==> src/rtl/ffba_pkg.sv <==
package ffba_pkg;

  localparam int CELLS = 128;
  localparam int IDX_W = (CELLS > 1) ? $clog2(CELLS) : 1;
  localparam int CNT_W = $clog2(CELLS + 1);
  localparam int ID_W = 16;
  localparam int SIZE_W = 8;

  localparam logic [SIZE_W-1:0] MEM_SIZE_RESET = 8'd128;
  localparam logic [ID_W-1:0] ID_MAX = 16'hFFFF;

  localparam logic [1:0] OP_ALLOC = 2'd0;
  localparam logic [1:0] OP_ERASE = 2'd1;
  localparam logic [1:0] OP_DEFRAG = 2'd2;

  localparam logic [1:0] ST_OK = 2'd0;
  localparam logic [1:0] ST_NOSPACE = 2'd1;
  localparam logic [1:0] ST_ILLEGAL = 2'd2;

  typedef struct packed {
    logic [1:0]        operation;
    logic [SIZE_W-1:0] request_size;
    logic [ID_W-1:0]   erase_id;
  } req_t;

  typedef struct packed {
    logic [1:0]      status;
    logic [ID_W-1:0] new_id;
  } rsp_t;

endpackage

==> src/rtl/first_fit_block_allocator.sv <==
// First-fit block allocator over a row of CELLS owner cells kept in one RAM.
// Request channel (req_valid / req_stall / req): one operation per transfer,
// allocate, erase or defragment. Response channel (rsp_valid / rsp_stall /
// rsp): exactly one status and identifier per request, in request order.
// memory_size_we / memory_size_data write the in-use cell count; write it
// only while no request is outstanding.
// One request is worked on at a time; req_stall is high from acceptance until
// the response is loaded into the output register. The owner RAM streams one
// cell per cycle while scanning. What each operation does before its response:
//   allocate  : scan the in-use cells for the first free run that fits, then
//               write the new identifier into each granted cell
//   erase     : all cells are scanned
//   defragment: compact, then clear the tail
//   zero size, counter spent, id zero or an unused code: answered at once
// A new request is taken while the previous response still waits in the
// output register; if that register is still full when the next response is
// ready, the block waits until rsp_stall drops.
// Reset (rst, synchronous) marks every cell free through per-cell valid
// flags; the identifier counter returns to zero and memory_size to 128.
module first_fit_block_allocator (
  input  logic                            clk,
  input  logic                            rst,
  input  logic                            req_valid,
  output logic                            req_stall,
  input  ffba_pkg::req_t                  req,
  output logic                            rsp_valid,
  input  logic                            rsp_stall,
  output ffba_pkg::rsp_t                  rsp,
  input  logic                            memory_size_we,
  input  logic [ffba_pkg::SIZE_W-1:0]     memory_size_data
);

  import ffba_pkg::*;

  typedef enum logic [2:0] {
    S_IDLE,
    S_ALLOC_SCAN,
    S_ALLOC_FILL,
    S_ERASE_SCAN,
    S_DEFRAG_SCAN,
    S_DEFRAG_CLEAR,
    S_DONE
  } state_t;

  state_t            state;
  logic [SIZE_W-1:0] memory_size;
  logic [CELLS-1:0]  cell_valid;
  logic [ID_W-1:0]   next_id;

  logic [CNT_W-1:0]  scan;
  logic              rd_pend;
  logic [IDX_W-1:0]  rd_idx;
  logic              rd_vbit;

  logic [CNT_W-1:0]  run;
  logic [IDX_W-1:0]  run_start;
  logic [IDX_W-1:0]  fill;
  logic [IDX_W-1:0]  fill_end;
  logic [CNT_W-1:0]  dst;
  logic              live;
  logic [SIZE_W-1:0] want;
  logic [ID_W-1:0]   erase_key;
  rsp_t              res;

  logic [CNT_W-1:0]  lim;
  logic [CNT_W-1:0]  scan_lim;
  logic              scanning;
  logic              issue;
  logic [IDX_W-1:0]  raddr;
  logic [ID_W-1:0]   rdata;
  logic [ID_W-1:0]   cur_owner;
  logic              we;
  logic [IDX_W-1:0]  waddr;
  logic [ID_W-1:0]   wdata;
  logic              alloc_hit;

  ffba_ram #(
    .WIDTH(ID_W),
    .DEPTH(CELLS)
  ) u_owner_ram (
    .clk  (clk),
    .we   (we),
    .waddr(waddr),
    .wdata(wdata),
    .raddr(raddr),
    .rdata(rdata)
  );

  always_comb begin
    if (32'(memory_size) > CELLS) begin
      lim = CNT_W'(CELLS);
    end else begin
      lim = CNT_W'(memory_size);
    end
  end

  assign scan_lim = (state == S_ERASE_SCAN) ? CNT_W'(CELLS) : lim;
  assign scanning = (state == S_ALLOC_SCAN) || (state == S_ERASE_SCAN) ||
                    (state == S_DEFRAG_SCAN);
  assign issue    = scanning && (scan < scan_lim);
  assign raddr    = scan[IDX_W-1:0];

  // never-written cells read as free
  assign cur_owner = rd_vbit ? rdata : '0;

  assign alloc_hit = rd_pend && (cur_owner == '0) && ((32'(run) + 1) == 32'(want));

  always_comb begin
    we    = 1'b0;
    waddr = rd_idx;
    wdata = '0;
    case (state)
      S_ALLOC_FILL: begin
        we    = 1'b1;
        waddr = fill;
        wdata = next_id + 1'b1;
      end
      S_ERASE_SCAN: begin
        if (rd_pend && (cur_owner == erase_key)) begin
          we = 1'b1;
        end
      end
      S_DEFRAG_SCAN: begin
        // destination never passes the cell being read, so no hazard
        if (rd_pend && (cur_owner != '0)) begin
          we    = 1'b1;
          waddr = dst[IDX_W-1:0];
          wdata = cur_owner;
        end
      end
      S_DEFRAG_CLEAR: begin
        if (dst < lim) begin
          we    = 1'b1;
          waddr = dst[IDX_W-1:0];
        end
      end
      default: begin
        we = 1'b0;
      end
    endcase
  end

  assign req_stall = (state != S_IDLE);

  always_ff @(posedge clk) begin
    if (rst) begin
      state       <= S_IDLE;
      memory_size <= MEM_SIZE_RESET;
      cell_valid  <= '0;
      next_id     <= '0;
      rd_pend     <= 1'b0;
      rsp_valid   <= 1'b0;
    end else begin
      if (memory_size_we) begin
        memory_size <= memory_size_data;
      end
      // S_DONE reloads the output register itself
      if (rsp_valid && !rsp_stall && (state != S_DONE)) begin
        rsp_valid <= 1'b0;
      end
      if (we) begin
        cell_valid[waddr] <= 1'b1;
      end

      rd_pend <= issue;
      if (issue) begin
        rd_idx  <= raddr;
        rd_vbit <= cell_valid[raddr];
        scan    <= scan + 1'b1;
      end

      case (state)
        S_IDLE: begin
          if (req_valid) begin
            want       <= req.request_size;
            erase_key  <= req.erase_id;
            scan       <= '0;
            run        <= '0;
            dst        <= '0;
            live       <= 1'b0;
            res.new_id <= '0;
            case (req.operation)
              OP_ALLOC: begin
                if ((req.request_size == '0) || (next_id == ID_MAX)) begin
                  res.status <= ST_NOSPACE;
                  state      <= S_DONE;
                end else begin
                  res.status <= ST_OK;
                  state      <= S_ALLOC_SCAN;
                end
              end
              OP_ERASE: begin
                if (req.erase_id == '0) begin
                  res.status <= ST_ILLEGAL;
                  state      <= S_DONE;
                end else begin
                  res.status <= ST_OK;
                  state      <= S_ERASE_SCAN;
                end
              end
              OP_DEFRAG: begin
                res.status <= ST_OK;
                state      <= S_DEFRAG_SCAN;
              end
              default: begin
                res.status <= ST_OK;
                state      <= S_DONE;
              end
            endcase
          end
        end

        S_ALLOC_SCAN: begin
          if (rd_pend) begin
            if (cur_owner == '0) begin
              run <= run + 1'b1;
              if (run == '0) begin
                run_start <= rd_idx;
              end
            end else begin
              run <= '0;
            end
          end
          if (alloc_hit) begin
            // drop the read still in flight and fill the run
            fill     <= (run == '0) ? rd_idx : run_start;
            fill_end <= rd_idx;
            state    <= S_ALLOC_FILL;
          end else if (!rd_pend && !issue) begin
            res.status <= ST_NOSPACE;
            state      <= S_DONE;
          end
        end

        S_ALLOC_FILL: begin
          fill <= fill + 1'b1;
          if (fill == fill_end) begin
            next_id    <= next_id + 1'b1;
            res.new_id <= next_id + 1'b1;
            state      <= S_DONE;
          end
        end

        S_ERASE_SCAN: begin
          if (we) begin
            live <= 1'b1;
          end
          if (!rd_pend && !issue) begin
            res.status <= live ? ST_OK : ST_ILLEGAL;
            state      <= S_DONE;
          end
        end

        S_DEFRAG_SCAN: begin
          if (we) begin
            dst <= dst + 1'b1;
          end
          if (!rd_pend && !issue) begin
            state <= S_DEFRAG_CLEAR;
          end
        end

        S_DEFRAG_CLEAR: begin
          if (dst < lim) begin
            dst <= dst + 1'b1;
          end else begin
            state <= S_DONE;
          end
        end

        S_DONE: begin
          // hold until the output register is free
          if (!rsp_valid || !rsp_stall) begin
            rsp       <= res;
            rsp_valid <= 1'b1;
            state     <= S_IDLE;
          end
        end

        default: begin
          state <= S_IDLE;
        end
      endcase
    end
  end

endmodule

==> src/rtl/ffba_ram.sv <==
module ffba_ram #(
  parameter int WIDTH = 16,
  parameter int DEPTH = 128
) (
  input  logic                                     clk,
  input  logic                                     we,
  input  logic [((DEPTH > 1) ? $clog2(DEPTH) : 1)-1:0] waddr,
  input  logic [WIDTH-1:0]                         wdata,
  input  logic [((DEPTH > 1) ? $clog2(DEPTH) : 1)-1:0] raddr,
  output logic [WIDTH-1:0]                         rdata
);

  logic [WIDTH-1:0] mem [DEPTH];

  always_ff @(posedge clk) begin
    if (we) begin
      mem[waddr] <= wdata;
    end
    rdata <= mem[raddr];
  end

endmodule

==> config.mk <==
export PLATFORM = sky130hd
export DESIGN_NAME = first_fit_block_allocator
export DESIGN_NICKNAME = d
export VERILOG_FILES = /design/src/rtl/ffba_pkg.sv /design/src/rtl/first_fit_block_allocator.sv /design/src/rtl/ffba_ram.sv
export SDC_FILE = /design/constraint.sdc
export NUM_CORES = 2
export LEC_CHECK = 0
export ABC_CLOCK_PERIOD_IN_PS = 5600
export BUFFER_PORTS_ARGS = -buffer_cell sky130_fd_sc_hd__buf_2
export CORE_MARGIN = 5
export CORE_UTILIZATION = 28
export DETAILED_ROUTE_END_ITERATION = 7
export PLACE_DENSITY = 0.52
export SLEW_MARGIN = 25
export SYNTH_ARGS = -nofsm -noshare
export SYNTH_HDL_FRONTEND = slang
export SYNTH_SLANG_ARGS = --single-unit
export TNS_END_PERCENT = 5
==> constraint.sdc <==
create_clock -name clk -period 5.6 [get_ports clk]
set_input_delay 0 -clock clk [delete_from_list [all_inputs] [get_ports clk]]
set_output_delay 0 -clock clk [all_outputs]
set_load 0.02 [all_outputs]
==> flow_summary.ini <==
[status]
status = finished, final reports clean

[finish]
mostFrequentLayoutCell = edfxtp_1
drive_above_1_share = 0.212
syn_to_final_growth_pct = 17.4
fin_nets = 5431
fillers = 31000
postLayoutCoreUtil = 0.330
layout_common_cells = 2,162 x edfxtp_1, 472 x mux2i_1, 344 x mux4_2

[synthesis]
syn_inst = 5036
synth_top_area_frac = 0.704
ys_warn_count = 0
yosysSeqAreaShare = 0.742
synth_edf_count = 2162
ys_top_cells_by_area = edfxtp_1 70%, mux4_2 8.4%, mux2i_1 5.1%
ys_ff_latch = 2335
synth_cell_types = 82
synth_top_area_cell = edfxtp_1
synthFlopType = edfxtp_1
async_reset_ff_frac = 0
syn_avg_cell_area_um2 = 18.3
syn_area_um2 = 92200
syn-num-nets = 5095

[die]
die_x_um = 584
chipHeight_um = 584
core_area_um2 = 328000
fp-row-count = 210
die_area_um2 = 341000
io_pins = 59
initial_core_util = 0.281

[placed_design]
port_buffers = 58
hpwl_mm = 160
gp_congestion = 0.835

[clock_network]
cts.clk_slew.worst_paths_ps = 60
clock_latency_ps = 900
cts-buffers-inserted = 235
clockBufferDepth = 4
cts-root-buf = clkbuf_16
htree_levels = 4
ctsResizeCount = 0
cts_tree = built
cts_sinks = 2335

[route]
drt_iter0_drc = 5231
vias_per_cell = 5.06
top_layer = met4
drc = 0
vias = 50200
ant_nets = 0
dr_wl_met2_mm = 124
drt-total-wl_mm = 265
wl_met3_mm = 17.1
wire_per_inst_um = 26.7
routedLengthMet1_mm = 117
drtPass1Iterations = 5

[global_routing]
grt_overflow = 0
grt_start_max_net_pins = 129
antenna_found_initial = 7
groute.usage.overall = 0.151
grt_pass1_vias = 49600
grt_pass1_wl_mm = 376

[power_and_ir_drop]
leakage_nw = 31.5
power.density_nw_per_um2 = 435
ir_drop_mv = 0.374

[timing]
post-route-period-util = 0.802
period_needed_ps = 4490
slew_viol_final = 0
finalHoldViolations = 0
rsz0062_at_grt = false
worstMarginPinSlew_ps = 1110
maxSlewHeadroom = 0.259
tns_ps = 0
clock_skew_ps = 46.6
setup_violations = 0
clock.fmax_mhz = 223

[setup_path]
r2r_start = memory_size[7]
crit_path_start_kind = flip-flop
reg2reg_depth = 12
worst-r2r-setup-slack_ps = 1110
criticalPathCategory = reg2reg
crit_fanout = 15
r2r-end = u_owner_ram.mem[116][8]
crit_required_ps = 6190
crit_arrival_ps = 5080
end_kind = flip-flop

[min_path]
hold_depth = 3
hold_path_class = in2reg
hold_start = memory_size_we
whs_endpoint = memory_size[7]

[flow_run]
maxCapViolCount = 0
worst max-delay path: stages, from the launching register on:
cell	delay [ps]
dfxtp_1	370
clkinv_1	230
nand2_1	130
ha_1	240
a211oi_1	250
o21a_1	190
o21a_1	510
a211oi_1	250
nor2_1	410
o2111ai_4	480
buf_16	320
nor3_2	500
buf_4	290
repair_timing:
| action | 4_1_cts | 5_1_grt |
|---|---|---|
| hold endpoints to repair | 108 | 0 |
| hold buffers | 88 | 0 |
| setup buffers | 0 | 0 |
sequential cells by signal, indices dropped and copies added (netlist names), 8 cells and up:
register,count
cell_valid,128
dst,8
erase_key,16
memory_size,8
next_id,16
res,18
rsp,18
run,8
scan,8
u_owner_ram.mem,2048
u_owner_ram.rdata,16
want,8
metal layers:
metal | track usage | vias up
met5 | 0 | -
met2 | 0.241 | 1737
met4 | 0.0380 | 0
li1 | - | 21400
met1 | 0.213 | 26700
met3 | 0.0253 | 315
synth_stat cells, types with 4 or more instances:
library cell and instances:
inv_1 60, nand2_1 181, mux2_2 6, edfxtp_1 2162, o22ai_1 118, o211ai_1 17, mux2i_1 472, and2_1 7
or2_2 6, a31o_2 5, buf_2 46, a22o_1 4, xor2_1 27, o2bb2ai_1 86, a22oi_1 4, clkinv_1 5
dfxtp_1 173, a21oi_1 137, nor2_1 197, nand4_1 13, o221ai_1 233, nor4_1 13, buf_1 63, o21ai_0 27
nor2b_1 5, o32ai_1 41, nand3_1 27, xnor2_1 37, a31oi_1 4, xnor3_1 4, o41ai_1 6, or4_1 6
nor4bb_1 4, or3_1 9, nand2b_1 8, clkbuf_1 223, mux4_2 344, ha_1 20, a211oi_1 60, nor3_1 61
o311ai_0 10, and3_1 11, o2111ai_1 10, a21o_1 29
cell type report:
class / count / area [um^2] / area share
inverter: 66 / 251 / 0.00232
sequential: 2335 / 68400 / 0.632
tap: 4346 / 5440 / 0.0502
clock buffer: 288 / 6170 / 0.0570
clock inverter: 142 / 1300 / 0.0120
timing repair buffer: 433 / 3830 / 0.0354
antenna: 2 / 5.00 / 0.0000462
multi-input combinational: 2301 / 22800 / 0.211
per-stage QoR:
stage | hold WS, ps | std cells | setup WS, ps | power (mW) | area (um^2)
floorplan | 98.9 | 5036 | 1400 | 27.3 | 92200
global placement | 200 | 9389 | 969 | 32.0 | 99800
detailed placement | 199 | 9392 | 1130 | 32.0 | 99800
CTS | 13.7 | 9910 | 1140 | 47.5 | 108000
global route | 80.7 | 9912 | 775 | 48.8 | 108000
finish | 86.4 | 9913 | 1110 | 47.1 | 108000
power breakdown:
part           switching, mW  leakage [nW]  internal [mW]
Sequential             0.336          18.4           19.6
Clock                   6.61          3.65           8.81
Combinational           7.70          9.40           4.10
worst max path at each step:
stage,startpoint,to,slack [ps],cells after the start
2_1_floorplan,memory_size[7],u_owner_ram.mem[101][0],1400,13
3_3_place_gp,memory_size[7],u_owner_ram.mem[36][9],970,11
4_1_cts,memory_size[7],u_owner_ram.mem[116][13],1140,12
3_5_place_dp,memory_size[7],u_owner_ram.mem[116][14],1130,12
6_report,memory_size[7],u_owner_ram.mem[116][8],1110,12
5_1_grt,memory_size[7],u_owner_ram.mem[116][13],780,12
cells by family after synthesis:
group | after synthesis | share of synthesized area
buf+inv | 400 | 0.0171
compound gates | 826 | 0.0675
mux | 822 | 0.136
fa+ha+maj | 20 | 0.00271
simple gates | 564 | 0.0275
xor+xnor | 69 | 0.00732
flops | 2335 | 0.742
No activity file was read; power rests on OpenSTA's default activity.
